$ cat src/sv/drive_wheel_mixer_core_assert.svh
// ---------------------------------------------------------------------------
// Drive wheel mixer assertion macros
// Short forms for the concurrent checks written at the end of the core module.
// ---------------------------------------------------------------------------
`ifndef DRIVE_WHEEL_MIXER_CORE_ASSERT_SVH
`define DRIVE_WHEEL_MIXER_CORE_ASSERT_SVH

// The consequent must hold in the same cycle as the antecedent.
`define DWM_ASSERT_SAME(label, ante, cons, msg) \
  label: assert property (@(posedge clk) disable iff (rst) (ante) |-> (cons)) else $error(msg);

// The consequent must hold in the cycle after the antecedent.
`define DWM_ASSERT_NEXT(label, ante, cons, msg) \
  label: assert property (@(posedge clk) disable iff (rst) (ante) |=> (cons)) else $error(msg);

`endif

$ cat src/sv/dwm_pkg.sv
// ---------------------------------------------------------------------------
// Drive wheel mixer package
// Widths, codes and the word that travels down the divider pipeline.
// ---------------------------------------------------------------------------
package dwm_pkg;

  // Field widths.
  localparam int AXIS_W  = 8;
  localparam int SENS_W  = 16;
  localparam int DZ_W    = 7;
  localparam int WHEEL_W = 16;
  localparam int NAXES   = 3;
  localparam int LANES   = 4;

  // Internal widths: axis times gain, scaled axis, three-way sum, magnitude.
  localparam int PROD_W = AXIS_W + SENS_W + 1;
  localparam int SCL_W  = PROD_W - 4;
  localparam int SUM_W  = SCL_W + 1;
  localparam int MAG_W  = SCL_W;
  localparam int QUO_W  = 15;
  localparam int NUM_W  = MAG_W + QUO_W;

  // 100 percent in Q8.8.
  localparam int FULL_SCALE = 25600;

  // Register reset values.
  localparam logic [DZ_W-1:0]   DZ_RESET   = DZ_W'(5);
  localparam logic [SENS_W-1:0] SENS_RESET = SENS_W'(4096);

  // Configuration register indexes.
  localparam int CFG_IDX_W = 1;
  typedef enum logic [CFG_IDX_W-1:0] {
    REG_DEADZONE    = 1'b0,
    REG_SENSITIVITY = 1'b1
  } cfg_reg_t;

  // Drive modes.
  typedef enum logic [1:0] {
    FUNC_ARCADE  = 2'd0,
    FUNC_TANK    = 2'd1,
    FUNC_MECANUM = 2'd2,
    FUNC_STOP    = 2'd3
  } func_t;

  // One wheel inside the divider pipeline.
  typedef struct packed {
    logic [NUM_W-1:0]   rem;
    logic [QUO_W-1:0]   quo;
    logic               neg;
    logic [WHEEL_W-1:0] direct;
  } lane_t;

  // One command inside the divider pipeline.
  typedef struct packed {
    logic                   valid;
    logic                   scale;
    logic                   brake;
    logic [MAG_W-1:0]       divisor;
    lane_t [LANES-1:0]      lane;
  } div_word_t;

endpackage

$ cat src/sv/dwm_div_stage.sv
// ---------------------------------------------------------------------------
// Drive wheel mixer divider stage
// One restoring division step for all four wheels, with its output register.
// ---------------------------------------------------------------------------
module dwm_div_stage
  import dwm_pkg::*;
#(
  parameter int unsigned SHIFT = QUO_W - 1
) (
  input  logic      clk,
  input  logic      rst,
  input  logic      en,
  input  div_word_t din,
  output div_word_t dout
);

  logic [NUM_W-1:0] trial;
  div_word_t        d_next;

  // Divisor aligned to the quotient bit this stage decides.
  assign trial = NUM_W'(din.divisor) << SHIFT;

  // Subtract where the remainder allows and set the quotient bit.
  always_comb begin
    d_next = din;
    for (int i = 0; i < LANES; i++) begin
      if (din.lane[i].rem >= trial) begin
        d_next.lane[i].rem        = din.lane[i].rem - trial;
        d_next.lane[i].quo[SHIFT] = 1'b1;
      end
    end
  end

  // Stage register; only the valid bit is reset.
  always_ff @(posedge clk) begin
    if (rst) begin
      dout.valid <= 1'b0;
    end else if (en) begin
      dout <= d_next;
    end
  end

endmodule

$ cat config.mk
export PLATFORM = sky130hd
export DESIGN_NAME = dwm_div_stage
export DESIGN_NICKNAME = d
export VERILOG_FILES = /design/src/sv/drive_wheel_mixer_core_assert.svh /design/src/sv/dwm_pkg.sv /design/src/sv/dwm_div_stage.sv
export SDC_FILE = /design/constraint.sdc
export NUM_CORES = 1
export LEC_CHECK = 0
export BUFFER_PORTS_ARGS = -buffer_cell sky130_fd_sc_hd__buf_2
export CAP_MARGIN = 10
export CORE_AREA = 2 2 232 234
export CTS_CLUSTER_DIAMETER = 30
export DETAILED_ROUTE_END_ITERATION = 6
export DIE_AREA = 0 0 234 236
export PLACE_DENSITY = 0.55
export SYNTH_ARGS = -nofsm -noshare
export SYNTH_HDL_FRONTEND = slang
export SYNTH_SLANG_ARGS = --single-unit
$ cat constraint.sdc
create_clock -name clk -period 31.8 [get_ports clk]
set_input_delay 9.54 -clock clk [delete_from_list [all_inputs] [get_ports clk]]
set_output_delay 9.54 -clock clk [all_outputs]
set_load 0.02 [all_outputs]
## Word-level counts from Yosys, hierarchy flattened

Cells that the tools add are included.

| operators by class | value |
|---|---|
| multipliers | 0 |
| reductions and logical operators | 1 |
| shift operators | 0 |
| bitwise logic cells | 1 |
| equal/unequal tests | 0 |
| mux-type cells | 4 |
| order comparisons | 4 |
| add/sub/neg operators | 4 |
| divide/modulo/power cells | 0 |

Operator list:

| operator | number |
|---|---|
| $mux 37 | 4 |
| $ge 36x35->1 | 4 |
| $sub 36x35->36 | 4 |
| $reduce_and 2->1 | 1 |
| $not 1->1 | 1 |

| word-level totals | value |
|---|---|
| word-level logic and storage cells | 38 |
| latch bits | 0 |
| memories | 0 |
| output and inout bits | 296 |
| ROM bits | 0 |
| memory bits (writable) | 0 |
| bits in registers | 296 |
| input port bits | 299 |

## Depth between registers and ports, before layout

Gate-level depths: netlist (run 1).

| depth | value |
|---|---|
| depth in word-level cells | 2 |
| depth in mapped cells | 14 |
| depth with buffers taken out | 12 |

## Worst setup path after synthesis (run 1)

Ideal clock, no wire load.

| timing | value |
|---|---|
| path kind | in2reg |
| from | input rst |
| to | register dout[0] (netlist name) (enable) |
| path slack | 8.226 ns |
| cell stages on the path | 1 |
| path buffers | 0 |
| arrival | 22.577 ns |
| data required time | 30.803 ns |
| path through | nor2b_1 |

| between the ends | value |
|---|---|
| longest elaborated chain between the ends | 2 |

RTL lines:

| item | RTL line | text |
|---|---|---|
| start, declared | dwm_div_stage.sv:11 | `input logic rst,` |
| $not 1->1 (no source line) | n/a |  |
| $reduce_and 2->1 (no source line) | n/a |  |
| end signal, assigned | dwm_div_stage.sv:39 | `dout <= d_next;` |
| end, declared | dwm_div_stage.sv:14 | `output div_word_t dout` |

No other way between the ends.
A chain may end at the register's enable or synchronous reset.

==> results of run 1 <==
through the flow:
step | worst slack [ns] | std cells | hold slack, ns | power (mW)
finish | 19.38 | 2516 | 0.5401 | 1.463
global route | 19.16 | 2512 | 0.5503 | 1.524
CTS | 19.38 | 2510 | 0.5405 | 1.482
detailed placement | 18.75 | 2367 | 0.5346 | 0.7226
global placement | 18.85 | 2367 | 0.4719 | 0.7211
floorplan | 8.226 | 1098 | 0.5788 | 0.6373
worst paths after layout:
path	to	depth (start not counted)	slack [ns]	startpoint
hold / removal	dout[295]	2	0.54	dout[295]
setup / recovery	dout[269]	11	19.38	din[273]
setup reg to reg	dout[295]	2	31.20	dout[295]
hold reg to reg	dout[295]	2	0.54	dout[295]
power breakdown:
group / total [mW] / internal, mW / switching, mW
Combinational: 0.236 / 0.0871 / 0.149
Sequential: 0.480 / 0.471 / 0.00889
Clock: 0.748 / 0.494 / 0.253
per-layer routing:
metal / wire, um / GRT usage [%] / up-vias
met5: 121 / 0 / -
met4: 1733 / 7.672 / 18
met3: 4334 / 5.742 / 106
met2: 27410 / 33.47 / 490
met1: 21320 / 21.99 / 5663
li1: - / - / 5584
worst max-delay path: cells and delay by family:
kind | cells | cell delay [ns]
buf+inv | 3 | 0.96
mux | 1 | 0.36
fa+ha+maj | 1 | 0.37
compound gates | 6 | 1.47
cells in the mapped netlist, types with 3 or more instances:
| cell | number | area share, % |
|---|---|---|
| nand3_1 | 19 | 0.66 |
| a21oi_1 | 99 | 3.4 |
| o21ai_0 | 63 | 2.2 |
| and4_1 | 3 | 0.18 |
| a31oi_1 | 12 | 0.52 |
| o22ai_1 | 3 | 0.13 |
| nor2b_1 | 11 | 0.48 |
| o21ai_1 | 3 | 0.10 |
| xnor2_1 | 38 | 2.3 |
| inv_1 | 47 | 1.2 |
| or4_1 | 3 | 0.16 |
| nor2_1 | 69 | 1.8 |
| a21o_1 | 38 | 2.0 |
| fa_1 | 4 | 0.56 |
| mux2_2 | 35 | 2.7 |
| a31o_2 | 4 | 0.24 |
| a211o_1 | 3 | 0.18 |
| mux2i_1 | 4 | 0.28 |
| or2_2 | 6 | 0.26 |
| nor3_1 | 7 | 0.24 |
| o21bai_1 | 13 | 0.68 |
| buf_2 | 8 | 0.28 |
| a41oi_1 | 4 | 0.24 |
| o2111ai_1 | 5 | 0.30 |
| nor4_1 | 8 | 0.35 |
| nor3b_1 | 3 | 0.16 |
| a211oi_1 | 7 | 0.36 |
| ha_1 | 84 | 7.3 |
| nand4_1 | 13 | 0.56 |
| nand2_1 | 60 | 1.6 |
| nor4b_1 | 6 | 0.36 |
| clkbuf_1 | 18 | 0.47 |
| and2_1 | 4 | 0.17 |
| o31ai_1 | 7 | 0.36 |
| edfxtp_1 | 295 | 61 |
| and3_1 | 4 | 0.17 |
| o211ai_1 | 7 | 0.36 |
| o21a_1 | 9 | 0.47 |
| xor2_1 | 27 | 1.6 |
| nand2b_1 | 10 | 0.43 |
kinds of logic (layout without fill, tap and decap cells):
kind of cell | after synthesis | in the layout
and+or+nand+nor | 230 | 230
muxes | 40 | 40
xor gates and xnor gates | 65 | 65
other | 0 | 6
DFF | 296 | 296
adders and majority gates | 88 | 88
buffers and inverters | 75 | 791
AOI/OAI and AO/OA | 304 | 304
final cells by class:
cell class,count,area (sq um)
Sequential cell,296,8879
Tap cell,696,870.8
Timing Repair Buffer,601,3038
Antenna cell,6,15.01
Clock buffer,85,1978
Clock inverter,58,601.8
Multi-Input combinational cell,727,5254
Inverter,47,176.4
Fill cell,5170,32260
==> flow_metrics.tcl, run 1 <==
set metrics [dict create \
    max_freq_mhz 80.54 \
    crit_arrival_ns 12.75 \
    clk_pin_slew_ns 0.04 \
    stdcell_area_sq_um 20810 \
    synth_nets 1485 \
    final_core_util_pct 39.22 \
    worst_pin_slew_ns 0.9994 \
    cts_tree "built" \
    wl_mm 54.92 \
    synth_cell_types 68 \
    synth_cells 1098 \
    status "finished, final reports clean" \
    largest_reg_flops 296 \
    cts_made_buffers 78 \
    power_density_nw_per_um2 70.30 \
    path_max_fanout 19 \
    final_cell_mix "buf_2 (594), edfxtp_1 (295), a21oi_1 (99)" \
    die_x_um 234 \
    synth_ff_type "edfxtp_1" \
    endpoint_kind "flip-flop" \
    cts_resized 0 \
    area_growth_pct 44.42 \
    cts-root-buf "clkbuf_16" \
    synth_mux_area_share_pct 3.091 \
    hold_buffers 0 \
    power_leakage_nw 8.821 \
    die_area_sq_um 55220 \
    yosys.area_share.simple_pct 7.849 \
    clk_latency_ns 0.58 \
    num_io_pins 595 \
    die_h_um 236 \
    drc 0 \
    wire_per_inst_um 21.83 \
    maxSlewHeadroom_pct 33.37 \
    largest_register "dout" \
    hold_path_class "flip-flop to flip-flop" \
    drt_iter0_markers 638 \
    vias 11861 \
    initial_core_util_pct 27.16 \
    setup-violations-final 0 \
    yosysWarnings 0 \
    synth_edf_count 295 \
    hold_viol 0 \
    finalCritPeriodShare_pct 39.04 \
    cpMaxStageDelayCell "inv_1" \
    rsz0062_at_grt "no" \
    layout_commonest_cell "buf_2" \
    nets 2138 \
    viasPerCell 4.714 \
    post_cts_buffers 0 \
    avgSynthCellArea_sq_um 13.13 \
    synth_seq_cells 296 \
    fin_skew_ns 0 \
    first_pass_iters 5 \
    layout-drive-gt1-share_pct 43.05 \
    slowest_delay_ns 0.50 \
    cts_max_level 3 \
    path_class "primary input to flip-flop" \
    num_rows 85 \
    grt_use_total_pct 19.27 \
    synth_xor_area_share_pct 3.950 \
    numPortBuffers 594 \
    grt_first_pass_wirelength_mm 76.86 \
    synth_top_family_by_area "compound AO/OA/AOI/OAI gates" \
    tns_ns 0 \
    drv_cap 0 \
    core_sq_um 53070 \
    grt_pass1_vias 11929 \
    path_cells "buf_2 > inv_1 > fa_1 > a211oi_1 > o21bai_1 > a22oi_1 > o2111a_1 > o21bai_1 > a21o_1 > buf_4 > mux2_2" \
    cpMostUsedCell "o21bai_1" \
    grt_overflow_total 0 \
    clock_sinks 296 \
    synth_compound_area_share_pct 13.60 \
    yosysSeqAreaShare_pct 61.61 \
    start_kind "primary input" \
    place_area_sq_um 18220 \
    antenna_left 0 \
    min_period_ns 12.42 \
    vdd_ir_drop_max_mv 0.03905 \
    gp_congestion 0.8867 \
    grt_max_degree 167 \
    dp_hpwl_mm 43.05 \
    synthArstFlopShare_pct 0 \
    antenna_found_initial 16 \
    syn-cell-area_sq_um 14410 \
    cp_data_required_time_ns 32.13 \
    synth_fa_ha_area_share_pct 7.849 \
    maxSlewViolCount 0 \
    cts_max_path_buffers 3 \
    reg_top3 "dout: 296 flops" \
]
Note: power is estimated with default switching activity, not from simulation.
==> inputs of run 2 (changes only) <==
- CORE_AREA: 2 2 232 234 -> 2 2 234 236
- DIE_AREA: 0 0 234 236 -> 0 0 236 238
- clock period: 31.8 -> 12.7 ns (I/O delays scaled with it)
==> flow_metrics.tcl, run 2 (synthesis gave the netlist of run 1 again) <==
set metrics [dict create \
    r2r_cells 2 \
    area_growth_pct 46.39 \
    largest_register "dout" \
    vias 11912 \
    post_cts_buffers 0 \
    dp_hpwl_mm 43.41 \
    clk_latency_ns 0.60 \
    cts_max_level 3 \
    cts_resized 0 \
    nets 2142 \
    cts_max_path_buffers 3 \
    combPwrFrac_pct 15.1 \
    max_freq_mhz 148.8 \
    die_x_um 236 \
    die_area_sq_um 56170 \
    antenna_found_initial 13 \
    layout_commonest_cell "buf_2" \
    initial_core_util_pct 26.94 \
    finalCritPeriodShare_pct 52.91 \
    final_cell_mix "buf_2 (594), edfxtp_1 (295), a21oi_1 (99)" \
    path_class "primary input to flip-flop" \
    numPortBuffers 594 \
    rr_startpoint "dout[295]" \
    largest_reg_flops 296 \
    start_kind "primary input" \
    die_h_um 238 \
    num_io_pins 595 \
    whs_endpoint "dout[295]" \
    cpMostUsedCell "o21bai_1" \
    min_period_ns 6.720 \
    reg_top3 "dout: 296 flops" \
    layout-drive-gt1-share_pct 43.26 \
    maxSlewViolCount 0 \
    viasPerCell 4.719 \
    seqPwrFrac_pct 30.8 \
    status "finished, final reports clean" \
    wl_mm 55.78 \
    grt_use_total_pct 19.21 \
    hold_viol 0 \
    place_area_sq_um 18220 \
    gp_congestion 0.8932 \
    crit_buf_inv 3 \
    cts_tree "built" \
    drc 0 \
    cp_data_required_time_ns 13.04 \
    power_frac_clock_pct 54.1 \
    drv_cap 0 \
    crit_arrival_ns 7.06 \
    antenna_left 0 \
    wire_per_inst_um 22.10 \
    internal_power_mw 2.864 \
    p_switching_mw 1.036 \
    hold_buffers 0 \
    path_max_fanout 20 \
    clk_pin_slew_ns 0.04 \
    cts_made_buffers 82 \
    netSwitchingFraction_pct 26.57 \
    worst_pin_slew_ns 1.017 \
    fin_cells 2524 \
    num_rows 85 \
    cpMaxStageDelayCell "a21o_1" \
    path_cells "buf_2 > inv_1 > fa_1 > a211oi_1 > o21bai_1 > a22oi_1 > o2111a_1 > o21bai_1 > a21o_1 > buf_4 > mux2_2" \
    grt_pass1_vias 12122 \
    core_sq_um 53500 \
    slowest_delay_ns 0.61 \
    r2r_end "dout[295]" \
    hp-start "dout[295]" \
    place_inst 2367 \
    power_leakage_nw 8.990 \
    cts-root-buf "clkbuf_16" \
    rsz0062_at_grt "no" \
    clock_sinks 296 \
    grt_overflow_total 0 \
    tns_ns 0 \
    grt_first_pass_wirelength_mm 78.78 \
    min_path_cells 2 \
    drt_iter0_markers 654 \
    hold_path_class "flip-flop to flip-flop" \
    endpoint_kind "flip-flop" \
    r2r_slack_ns 12.10 \
    fin_skew_ns 0 \
    crit_family "compound AO/OA/AOI/OAI gates" \
    stdcell_area_sq_um 21100 \
    setup-violations-final 0 \
    maxSlewHeadroom_pct 32.05 \
    vdd_ir_drop_max_mv 0.1218 \
    power_density_nw_per_um2 184.9 \
    startpoint "din[273]" \
    first_pass_iters 5 \
    grt_max_degree 156 \
]
-- run 2: power groups by stage --
stage | Sequential, mW | Combinational [mW] | Clock (mW)
6_report | 1.20 | 0.590 | 2.11
5_1_grt | 1.21 | 0.642 | 2.20
4_1_cts | 1.20 | 0.595 | 2.15
3_5_place_dp | 1.22 | 0.591 | 0
3_3_place_gp | 1.22 | 0.589 | 0
2_1_floorplan | 1.32 | 0.261 | 0
-- run 2: cell type report --
class	instances	area (sq um)
Antenna cell	4	10.01
Clock inverter	56	739.5
Inverter	47	176.4
Clock buffer	97	2130
Multi-Input combinational cell	727	5254
Sequential cell	296	8879
Fill cell	5235	32400
Timing Repair Buffer	601	3038
Tap cell	696	870.8
-- run 2: how the worst max path moves through the flow --
stage               slack (ns)   endpoint  cells past startpoint
finish                    5.98  dout[257]                     11
global route              5.74  dout[257]                     11
CTS                       5.97  dout[257]                     11
detailed placement        5.36  dout[257]                     11
global placement          5.42  dout[251]                     11
floorplan                 0.78    dout[0]                      1
-- run 2: stage by stage --
| stage | util [%] | power [mW] | hold slack [ns] | setup slack [ns] |
|---|---|---|---|---|
| finish | 39.44 | 3.900 | 0.5443 | 5.980 |
| global route | 39.42 | 4.053 | 0.5594 | 5.736 |
| CTS | 39.42 | 3.948 | 0.5393 | 5.969 |
| detailed placement | 34.05 | 1.809 | 0.5291 | 5.363 |
| global placement | 34.05 | 1.806 | 0.4741 | 5.423 |
| floorplan | - | 1.586 | 0.5788 | 0.7752 |
-- run 2: tightest hold or removal path: stages (launching register included) --
cell     delay, ns
dfxtp_1       0.31
mux2i_1       0.12
nor2_1        0.06
-- run 2: metal layers --
layer	vias to the layer above	wire length [um]	global-route usage [%]
met2	497	27290	32.62
met5	-	116	0
li1	5582	-	-
met4	18	1506	7.122
met3	95	4631	6.236
met1	5720	22240	22.68
==> inputs of run 3 (changes only) <==
- CORE_AREA: 2 2 234 236 -> 2 2 233 235
- DIE_AREA: 0 0 236 238 -> 0 0 235 237
- PLACE_DENSITY: 0.55 -> 0.57
- clock period: 12.7 -> 5.5 ns (I/O delays scaled with it)
==> flow_metrics.tcl, run 3 (synthesis gave the netlist of run 1 again) <==
set metrics [dict create \
    tns_ns 0 \
    finalCritPeriodShare_pct 77.78 \
    status "finished, final reports clean" \
    final_core_util_pct 39.53 \
    cts_resized 0 \
    num_rows 85 \
    drc 0 \
    hold_path_class "flip-flop to flip-flop" \
    post_cts_buffers 0 \
    grt_overflow_total 0 \
    first_pass_iters 5 \
    setup.worst_path.end "dout[115]" \
    r2r_end "dout[295]" \
    gp_congestion 0.8688 \
    hold_buffers 0 \
    worst_pin_slew_ns 0.9738 \
    cts-root-buf "clkbuf_16" \
    fin_skew_ns 0 \
    grt_max_degree 157 \
    grt_use_total_pct 19.14 \
    hold_ws_ns 0.5233 \
    vdd_ir_drop_max_mv 0.2819 \
    die_h_um 237 \
    clk_latency_ns 0.60 \
    total_power_mw 8.946 \
    antenna_found_initial 17 \
    clock_sinks 296 \
    cts_max_level 3 \
    place_area_sq_um 18260 \
    cts_made_buffers 80 \
    grt_pass1_vias 11864 \
    numPortBuffers 594 \
    r2r_slack_ns 4.91 \
    core_sq_um 53280 \
    grt_first_pass_wirelength_mm 77.65 \
    r2r_cells 2 \
    startpoint "din[272]" \
    initial_core_util_pct 27.05 \
    path_max_fanout 38 \
    min_period_ns 4.278 \
    vias 11938 \
    power_density_nw_per_um2 424.7 \
    endpoint_kind "flip-flop" \
    die_area_sq_um 55700 \
    hold_viol 0 \
    crit_arrival_ns 4.62 \
    largest_reg_flops 296 \
    drt_iter0_markers 631 \
    min_path_cells 2 \
    maxSlewHeadroom_pct 35.08 \
    final_cell_mix "buf_2 (594), edfxtp_1 (295), a21oi_1 (99)" \
    reg_top3 "dout: 296 flops" \
    rsz0062_at_grt "no" \
    wire_per_inst_um 22.04 \
    viasPerCell 4.739 \
    start_kind "primary input" \
    layout-drive-gt1-share_pct 43.27 \
    clk_pin_slew_ns 0.05 \
    power_leakage_nw 8.958 \
    maxSlewViolCount 0 \
    antenna_left 0 \
    cts_tree "built" \
    wl_mm 55.52 \
    drv_cap 0 \
    stdcell_area_sq_um 21060 \
    die_x_um 235 \
    nets 2142 \
    cp_data_required_time_ns 5.84 \
    cts_max_path_buffers 3 \
    largest_register "dout" \
    max_freq_mhz 233.8 \
    dp_hpwl_mm 42.69 \
    area_growth_pct 46.16 \
    num_io_pins 595 \
    setup-violations-final 0 \
    rr_startpoint "dout[295]" \
    layout_commonest_cell "buf_2" \
    path_class "primary input to flip-flop" \
]
[run 3: changes by cell type in the layout (fill, tap and decap cells not counted)]
cell / before / now
clkinv_8: 0 / 2
clkinvlp_4: 3 / 4
clkinv_1: 10 / 13
clkinv_4: 5 / 2
inv_8: 0 / 3
clkbuf_1: 14 / 8
clkinv_16: 3 / 2
buf_12: 1 / 3
clkinv_2: 19 / 7
inv_16: 3 / 1
clkbuf_16: 83 / 80
inv_6: 0 / 11
[run 3: per-layer routing]
layer	part of all wire [%]	track usage (%)
met3	8.2	6.563
met1	40	22.35
met5	0.31	0
met2	49	32.68
met4	2.4	6.636
[run 3: worst max-delay path, stage by stage]
cell and delay, ns:
buf_2 0.27, ha_1 0.23, inv_1 0.06, fa_1 0.43
a21oi_1 0.15, o22ai_1 0.10, nor2_1 0.31, a2111oi_0 0.19
o2111ai_1 0.20, nor4b_4 0.40, buf_12 0.24, mux2_2 0.35
[run 3: worst min path at each step]
stage                 to  startpoint  slack (ns)
2_1_floorplan  dout[295]   dout[295]        0.58
3_3_place_gp   dout[295]   dout[295]        0.49
3_5_place_dp   dout[295]   dout[295]        0.51
4_1_cts        dout[295]   dout[295]        0.52
5_1_grt        dout[295]   dout[295]        0.55
6_report       dout[295]   dout[295]        0.52
[run 3: cell type report]
cell class | count | area, sq um
fill | 5133 | 32220
sequential | 296 | 8879
multi-input combinational | 727 | 5254
timing repair buffer | 603 | 3078
clock buffer | 88 | 2032
tap | 696 | 870.8
clock inverter | 58 | 764.5
inverter | 47 | 176.4
antenna | 4 | 10.01
[run 3: per-stage QoR]
| step | setup WS (ns) | cells |
|---|---|---|
| floorplan | -0.9941 | 1098 |
| detailed placement | 0.5922 | 2369 |
| finish | 1.222 | 2519 |
| CTS | 1.240 | 2515 |
| global route | 0.9999 | 2515 |
| global placement | 0.6379 | 2369 |
[run 3: where the power goes]
part | leakage (nW) | switching, mW | internal, mW
registers | 2.78 | 0.0522 | 2.72
clock network | 1.35 | 1.50 | 3.30
logic | 4.83 | 0.860 | 0.509
